File: src/design/iab_pkg.sv
// ----------------------------------------------------------------------------
// iab_pkg
// Shared types, constants and the first-octant arctangent table for the
// vector angle pipeline.
// ----------------------------------------------------------------------------
package iab_pkg;

  localparam int COORD_WIDTH_DEF = 16;
  localparam int QBITS           = 6;
  localparam int ANGLE_WIDTH     = 8;
  localparam int QMAX            = 32;

  localparam logic [ANGLE_WIDTH-1:0] QUARTER_TURN = 8'd64;
  localparam logic [ANGLE_WIDTH-1:0] HALF_TURN    = 8'd128;

  typedef struct packed {
    logic xneg;
    logic yneg;
    logic swap;
    logic zero;
  } flags_t;

  // atan(i/32) in brads
  function automatic logic [ANGLE_WIDTH-1:0] octant_atan(input logic [QBITS-1:0] q);
    logic [ANGLE_WIDTH-1:0] a;
    case (q)
      6'd0:  a = 8'd0;
      6'd1:  a = 8'd1;
      6'd2:  a = 8'd3;
      6'd3:  a = 8'd4;
      6'd4:  a = 8'd5;
      6'd5:  a = 8'd6;
      6'd6:  a = 8'd8;
      6'd7:  a = 8'd9;
      6'd8:  a = 8'd10;
      6'd9:  a = 8'd11;
      6'd10: a = 8'd12;
      6'd11: a = 8'd13;
      6'd12: a = 8'd15;
      6'd13: a = 8'd16;
      6'd14: a = 8'd17;
      6'd15: a = 8'd18;
      6'd16: a = 8'd19;
      6'd17: a = 8'd20;
      6'd18: a = 8'd21;
      6'd19: a = 8'd22;
      6'd20: a = 8'd23;
      6'd21: a = 8'd24;
      6'd22: a = 8'd25;
      6'd23: a = 8'd25;
      6'd24: a = 8'd26;
      6'd25: a = 8'd27;
      6'd26: a = 8'd28;
      6'd27: a = 8'd29;
      6'd28: a = 8'd29;
      6'd29: a = 8'd30;
      6'd30: a = 8'd31;
      6'd31: a = 8'd31;
      default: a = 8'd32;
    endcase
    return a;
  endfunction

endpackage

File: src/design/iab_front.sv
// ----------------------------------------------------------------------------
// iab_front
// Input cell: forms both magnitudes, picks the octant and loads the divider
// chain with the smaller magnitude and twice the larger one.
// ----------------------------------------------------------------------------
module iab_front #(
  parameter int COORD_WIDTH = iab_pkg::COORD_WIDTH_DEF
) (
  input  logic                   clk,
  input  logic                   rst,
  input  logic                   in_valid,
  output logic                   in_stall,
  input  logic [COORD_WIDTH-1:0] y_coord,
  input  logic [COORD_WIDTH-1:0] x_coord,
  output logic                   valid,
  input  logic                   ready_next,
  output logic [COORD_WIDTH:0]   rem,
  output logic [COORD_WIDTH:0]   dvs,
  output iab_pkg::flags_t        flags
);
  import iab_pkg::*;

  logic                   yneg, xneg;
  logic [COORD_WIDTH-1:0] ay, ax, small_mag, large_mag;
  logic                   swap, ready;

  assign yneg = y_coord[COORD_WIDTH-1];
  assign xneg = x_coord[COORD_WIDTH-1];
  assign ay   = yneg ? COORD_WIDTH'(~y_coord + COORD_WIDTH'(1)) : y_coord;
  assign ax   = xneg ? COORD_WIDTH'(~x_coord + COORD_WIDTH'(1)) : x_coord;
  assign swap = ax < ay;
  assign small_mag = swap ? ax : ay;
  assign large_mag = swap ? ay : ax;

  assign ready    = !valid || ready_next;
  assign in_stall = !ready;

  always_ff @(posedge clk) begin
    if (rst) begin
      valid <= 1'b0;
    end else if (ready) begin
      valid <= in_valid;
    end
  end

  always_ff @(posedge clk) begin
    if (ready && in_valid) begin
      rem        <= {1'b0, small_mag};
      dvs        <= {large_mag, 1'b0};
      flags.xneg <= xneg;
      flags.yneg <= yneg;
      flags.swap <= swap;
      flags.zero <= (ax == '0) && (ay == '0);
    end
  end

endmodule

File: src/design/iab_div_cell.sv
// ----------------------------------------------------------------------------
// iab_div_cell
// One restoring division step: doubles the remainder, compares it with the
// divisor and shifts one quotient bit in.
// ----------------------------------------------------------------------------
module iab_div_cell #(
  parameter int COORD_WIDTH = iab_pkg::COORD_WIDTH_DEF
) (
  input  logic                       clk,
  input  logic                       rst,
  input  logic                       valid_prev,
  output logic                       ready,
  input  logic [COORD_WIDTH:0]       rem_prev,
  input  logic [COORD_WIDTH:0]       dvs_prev,
  input  logic [iab_pkg::QBITS-1:0]  q_prev,
  input  iab_pkg::flags_t            flags_prev,
  output logic                       valid,
  input  logic                       ready_next,
  output logic [COORD_WIDTH:0]       rem,
  output logic [COORD_WIDTH:0]       dvs,
  output logic [iab_pkg::QBITS-1:0]  q,
  output iab_pkg::flags_t            flags
);
  import iab_pkg::*;

  logic [COORD_WIDTH+1:0] trial, dext, diff;
  logic                   qbit;

  assign trial = {rem_prev, 1'b0};
  assign dext  = {1'b0, dvs_prev};
  assign qbit  = trial >= dext;
  assign diff  = qbit ? (trial - dext) : trial;

  assign ready = !valid || ready_next;

  always_ff @(posedge clk) begin
    if (rst) begin
      valid <= 1'b0;
    end else if (ready) begin
      valid <= valid_prev;
    end
  end

  always_ff @(posedge clk) begin
    if (ready && valid_prev) begin
      rem   <= diff[COORD_WIDTH:0];
      dvs   <= dvs_prev;
      q     <= {q_prev[QBITS-2:0], qbit};
      flags <= flags_prev;
    end
  end

endmodule

File: src/design/iab_back.sv
// ----------------------------------------------------------------------------
// iab_back
// Output cell: table lookup, octant and quadrant mirror, result register.
// ----------------------------------------------------------------------------
module iab_back (
  input  logic                            clk,
  input  logic                            rst,
  input  logic                            valid_prev,
  output logic                            ready,
  input  logic [iab_pkg::QBITS-1:0]       q_prev,
  input  iab_pkg::flags_t                 flags_prev,
  output logic                            out_valid,
  input  logic                            out_stall,
  output logic [iab_pkg::ANGLE_WIDTH-1:0] angle
);
  import iab_pkg::*;

  logic [ANGLE_WIDTH-1:0] oct, base, ang;

  assign oct  = octant_atan(q_prev);
  assign base = flags_prev.swap ? (QUARTER_TURN - oct) : oct;

  always_comb begin
    if (flags_prev.zero) begin
      ang = '0;
    end else if (!flags_prev.xneg) begin
      ang = flags_prev.yneg ? ANGLE_WIDTH'(0 - base) : base;
    end else begin
      ang = flags_prev.yneg ? (HALF_TURN + base) : (HALF_TURN - base);
    end
  end

  assign ready = !out_valid || !out_stall;

  always_ff @(posedge clk) begin
    if (rst) begin
      out_valid <= 1'b0;
    end else if (ready) begin
      out_valid <= valid_prev;
    end
  end

  always_ff @(posedge clk) begin
    if (ready && valid_prev) begin
      angle <= ang;
    end
  end

endmodule

File: src/design/integer_atan2_brads.sv
// ----------------------------------------------------------------------------
// integer_atan2_brads
// Angle of a signed (x, y) vector in brads, 256 to a full turn, through a
// chain of restoring division cells and an arctangent table.
// ----------------------------------------------------------------------------
//  channel | signals                          | dir
//  --------+----------------------------------+-----
//  input   | in_valid, in_stall, y_coord, x_coord | in
//  output  | out_valid, out_stall, angle      | out
//
//  one beat per cycle while out_stall is low; a beat passes through the input
//  cell, six division cells (one quotient bit each) and the output cell
//  each cell holds one beat and moves it on whenever the next cell frees up
//  rst clears the valid flags of all cells; payload is not reset
//  out_stall holds the result register and backs up through the chain
// ----------------------------------------------------------------------------
module integer_atan2_brads #(
  parameter int COORD_WIDTH = iab_pkg::COORD_WIDTH_DEF
) (
  input  logic                            clk,
  input  logic                            rst,
  input  logic                            in_valid,
  output logic                            in_stall,
  input  logic [COORD_WIDTH-1:0]          y_coord,
  input  logic [COORD_WIDTH-1:0]          x_coord,
  output logic                            out_valid,
  input  logic                            out_stall,
  output logic [iab_pkg::ANGLE_WIDTH-1:0] angle
);
  import iab_pkg::*;

  localparam int DEPTH   = QBITS + 2;
  localparam int OCC_W   = $clog2(DEPTH + 1);

  logic                   valid_c [QBITS+1];
  logic                   ready_c [1:QBITS];
  logic [COORD_WIDTH:0]   rem_c   [QBITS+1];
  logic [COORD_WIDTH:0]   dvs_c   [QBITS+1];
  logic [QBITS-1:0]       q_c     [QBITS+1];
  flags_t                 flags_c [QBITS+1];
  logic                   back_ready;
  logic [OCC_W-1:0]       occ, occ_next;
  logic                   in_beat, out_beat;

  assign q_c[0] = '0;

  iab_front #(.COORD_WIDTH(COORD_WIDTH)) u_front (
    .clk        (clk),
    .rst        (rst),
    .in_valid   (in_valid),
    .in_stall   (in_stall),
    .y_coord    (y_coord),
    .x_coord    (x_coord),
    .valid      (valid_c[0]),
    .ready_next (ready_c[1]),
    .rem        (rem_c[0]),
    .dvs        (dvs_c[0]),
    .flags      (flags_c[0])
  );

  for (genvar i = 1; i <= QBITS; i++) begin : g_cell
    logic ready_after;
    if (i == QBITS) begin : g_last
      assign ready_after = back_ready;
    end else begin : g_mid
      assign ready_after = ready_c[i+1];
    end

    iab_div_cell #(.COORD_WIDTH(COORD_WIDTH)) u_cell (
      .clk        (clk),
      .rst        (rst),
      .valid_prev (valid_c[i-1]),
      .ready      (ready_c[i]),
      .rem_prev   (rem_c[i-1]),
      .dvs_prev   (dvs_c[i-1]),
      .q_prev     (q_c[i-1]),
      .flags_prev (flags_c[i-1]),
      .valid      (valid_c[i]),
      .ready_next (ready_after),
      .rem        (rem_c[i]),
      .dvs        (dvs_c[i]),
      .q          (q_c[i]),
      .flags      (flags_c[i])
    );
  end

  iab_back u_back (
    .clk        (clk),
    .rst        (rst),
    .valid_prev (valid_c[QBITS]),
    .ready      (back_ready),
    .q_prev     (q_c[QBITS]),
    .flags_prev (flags_c[QBITS]),
    .out_valid  (out_valid),
    .out_stall  (out_stall),
    .angle      (angle)
  );

  // beats in flight
  assign in_beat  = in_valid && !in_stall;
  assign out_beat = out_valid && !out_stall;

  always_comb begin
    occ_next = occ;
    if (in_beat && !out_beat) begin
      occ_next = occ + OCC_W'(1);
    end else if (!in_beat && out_beat) begin
      occ_next = occ - OCC_W'(1);
    end
  end

  always_ff @(posedge clk) begin
    if (rst) begin
      occ <= '0;
    end else begin
      occ <= occ_next;
    end
  end

  a_empty_out_takes_input: assert property (@(posedge clk) disable iff (rst)
    !out_valid |-> !in_stall)
    else $error("input stalled while result register empty");

  a_occ_bound: assert property (@(posedge clk) disable iff (rst)
    occ <= OCC_W'(DEPTH))
    else $error("more beats in flight than cells");

  a_no_phantom_result: assert property (@(posedge clk) disable iff (rst)
    occ == '0 |-> !out_valid)
    else $error("result shown with no beat in flight");

  a_quotient_range: assert property (@(posedge clk) disable iff (rst)
    valid_c[QBITS] && !flags_c[QBITS].zero |-> q_c[QBITS] <= QBITS'(QMAX))
    else $error("quotient beyond table");

  a_full_chain_stalls: assert property (@(posedge clk) disable iff (rst)
    occ == OCC_W'(DEPTH) && out_stall |-> in_stall)
    else $error("input taken with every cell full and output stalled");

endmodule

File: config.mk
export PLATFORM = sky130hd
export DESIGN_NAME = integer_atan2_brads
export DESIGN_NICKNAME = d
export VERILOG_FILES = /design/src/design/iab_pkg.sv /design/src/design/iab_front.sv /design/src/design/iab_div_cell.sv /design/src/design/iab_back.sv /design/src/design/integer_atan2_brads.sv
export SDC_FILE = /design/constraint.sdc
export NUM_CORES = 1
export LEC_CHECK = 0
export BUFFER_PORTS_ARGS = -buffer_cell sky130_fd_sc_hd__buf_4
export CELL_PAD_IN_SITES_DETAIL_PLACEMENT = 0
export CELL_PAD_IN_SITES_GLOBAL_PLACEMENT = 2
export CORE_MARGIN = 5
export CORE_UTILIZATION = 47
export CTS_CLUSTER_SIZE = 16
export DETAILED_ROUTE_END_ITERATION = 16
export PLACE_DENSITY = 0.91
export SLEW_MARGIN = 20
export SYNTH_ARGS = -nofsm -noshare
export SYNTH_HDL_FRONTEND = slang
export SYNTH_SLANG_ARGS = --single-unit
export TNS_END_PERCENT = 30
File: constraint.sdc
create_clock -name clk -period 12.2 [get_ports clk]
set_input_delay 0.61 -clock clk [delete_from_list [all_inputs] [get_ports clk]]
set_output_delay 0.61 -clock clk [all_outputs]
set_load 0.05 [all_outputs]
==> summary.txt <==
Place
  • Placed insts: 1838
  • Final GP Congestion: 0.8832
  • Port bufs: 45
  • Hpwl dp: 22960 um
  • Area post-placement: 0.01627 mm2

Power
  • Static Leak: 6.775 nW
  • Power per cell area: 136.9 mW/mm2
  • Maximum vdd drop: 0.1090 mV

STA
  • Period utilization: 30.25%
  • Fmax: 0.2709 GHz
  • Final Max Tran Viols: 0
  • Slew headroom: 30.76%
  • RSZ-0062 raised after global routing: false
  • Clock Skew: 0.01172 ns
  • Endpoints failing setup: 0
  • Final hold viol count: 0
  • Min Tclk post-route: 3.691 ns
  • Setup TNS: 0 ns
  • Worst-margin pin slew: 1.025 ns

Setup path
  • Req. time, crit path: 12.49 ns
  • Worst EP arrival: 3.98 ns
  • Critical path capture point type: flop
  • Worst-path cell chain: ha_1 > fa_1 > nor2b_1 > o31ai_1 > a2111oi_0 > o41ai_1 > o21ba_2 > inv_1 > o211ai_1 > o32a_1
  • CP max FO: 23
  • Worst stage delay on the critical path: 0.78 ns
  • CP max stage cell: a2111oi_0
  • CP Class: flop to flop
  • CP Launch Type: flop

Floorplan
  • Die H: 190.8 um
  • Cell Rows: 66
  • Die area: 0.03639 mm2
  • I/O pin count: 46
  • Core area: 0.03237 mm2
  • Die width: 190.8 um
  • Starting Density: 47.44%

GRT
  • Total GRT Usage: 16.48%
  • GR Overflow Total: 0
  • Initial antenna violation count: 0
  • Largest net degree at the start of global routing: 42
  • Vias in the first global route: 10.42k
  • First-pass GRT wire length: 49780 um

Run
  • Max cap viols: 0

Logic synthesis
  • Synthesized instance count: 1365
  • Synth top area share: 48.69%
  • Post-Syn Nets: 1527
  • Register area share after synthesis: 50.38%
  • Post-synth EDFFs: 249
  • Post-Syn Area: 0.01536 mm2
  • Post-synthesis register bit count: 262
  • Post-synth top area cell: edfxtp_1
  • Post-synth top flop: edfxtp_1
  • Post-synth top cells: edfxtp_1 (249), inv_1 (148), ha_1 (121)
  • Synth cell types: 76
  • Ranking of synthesized cells by area: edfxtp_1 (49%), ha_1 (9.9%), inv_1 (3.6%), mux2_2 (3.4%), xor2_1 (2.8%)
  • Async set or reset register ratio after synthesis: 0%
  • Synthesized area per cell: 11.25 um2
  • Most common cell in the synthesized netlist: edfxtp_1
  • Synth Warn #: 0

CTS
  • CTS Root Buffer Type: clkbuf_16
  • Reg clk slew, reported paths: 0.06 ns
  • CTS tree: done
  • Post-CTS Hold Buffers: 0
  • Deepest clock path buffer count: 3
  • CTS H-Tree Depth: 1
  • Clock buffer count from CTS: 28
  • Post-CTS setup buffers: 0
  • Clk_lat worst skew: 0.54 ns
  • Sink Count: 262
  • CTS-repair resized insts: 0

Min path
  • Hold WC Path Type: primary input to flop

Cells and area
  • Reg area: 0.007737 mm2
  • Fillcell total: 2844
  • # diodes: 0
  • Synth-to-Final Area Change: 12.30%
  • Final Instance Area: 0.01725 mm2
  • Layout cells sized above 1: 11.94%
  • Nets: 1590
  • Post-route insts no fill: 1891
  • Multi-input logic area: 0.007015 mm2

Drt
  • Routed wire length: 29490 um
  • Vias: 10.09k
  • Drt wl/cell: 15.60 um
  • Vias per cell: 5.336
  • Final ANT Viol Nets: 0
  • Starting DRT DRC Count: 313
  • Detailed-route DRC error count: 0
  • First-pass DRT Iterations: 5

Outcome
  • Status: complete, no violations
critical path, delay by kind of cell, from the launching register on:
kind / cells / cell delay [ns]
AND/OR/NAND/NOR: 1 / 0.16
AO/OA/AOI/OAI: 6 / 1.99
buffers and inverters: 1 / 0.26
adder cells (fa/ha/maj): 2 / 0.64
flip-flops: 1 / 0.39
state kept, by name (all words and copies together) (netlist names), named ones only:
signal	count
g_cell.u_cell.dvs	80
g_cell.u_cell.rem	80
g_cell.u_cell.flags	24
g_cell.u_cell.q	21
u_front.dvs	16
u_front.rem	16
u_back.angle	8
g_cell.u_cell.valid	6
u_front.flags	4
u_back.out_valid	1
u_front.valid	1
where the power goes:
part / internal (mW) / switching (mW) / leakage (nW)
Clock: 0.511 / 0.326 / 0.459
Sequential: 1.05 / 0.0249 / 2.39
Combinational: 0.198 / 0.250 / 3.92
cell families after synthesis:
family / count (synthesis) / share of synthesized area [%]
XOR/XNOR: 91 / 5.190
flip-flops: 262 / 50.38
AND/OR/NAND/NOR: 328 / 11.03
AO/OA/AOI/OAI: 296 / 12.33
adder cells (fa/ha/maj): 126 / 10.51
multiplexers: 89 / 6.265
buffers and inverters: 173 / 4.294
stage by stage:
stage	hold slack [ns]	worst slack, ns	total power [mW]	utilization, %
final	0.2963	8.509	2.361	53.28
after global placement	0.4010	8.247	1.534	50.27
after detailed placement	0.4045	8.175	1.540	50.27
after floorplan	0.4003	7.687	1.430	-
after CTS	0.2743	8.546	2.385	53.13
after global routing	0.2984	8.325	2.483	53.28
area by class of cell:
type / instances / share of cell area, %
Sequential cell: 262 / 44.86
Multi-Input combinational cell: 930 / 40.68
Clock buffer: 36 / 4.534
Inverter: 150 / 3.265
Tap cell: 442 / 3.207
Timing Repair Buffer: 56 / 2.626
Clock inverter: 15 / 0.8270
cell usage in the layout (no fill, tap or decap), types with 11 or more instances in the layout:
| cell | count |
|---|---|
| inv_1 | 148 |
| ha_1 | 121 |
| xor2_1 | 49 |
| a21oi_1 | 79 |
| nor2_1 | 97 |
| xnor2_1 | 42 |
| or3_1 | 11 |
| nand3_1 | 19 |
| nor2b_1 | 14 |
| nor3_1 | 20 |
| buf_4 | 54 |
| clkbuf_16 | 29 |
| o21a_1 | 13 |
| o21ai_0 | 81 |
| nand4_1 | 19 |
| a21boi_0 | 11 |
| o31ai_1 | 11 |
| edfxtp_1 | 249 |
| dfxtp_1 | 13 |
| nand2b_1 | 20 |
| mux2_2 | 47 |
| mux2i_1 | 41 |
| nand2_1 | 75 |
worst paths after layout:
check                             from                        end  slack (ns)  cells past startpoint
min                                rst     g_cell[2].u_cell.valid        0.30                      2
max                     u_front.dvs[1]   g_cell[1].u_cell.rem[14]        8.51                     10
max reg2reg             u_front.dvs[1]   g_cell[1].u_cell.rem[14]        8.51                     10
min reg2reg  g_cell[4].u_cell.flags[3]  g_cell[5].u_cell.flags[3]        0.42                      0
metal layers:
layer	part of all wire (%)	GRT usage, %
met1	41	18.89
met2	52	31.33
met3	2.7	2.032
met4	3.5	6.050
met5	0	0
Note: power is estimated with default switching activity, not from simulation.
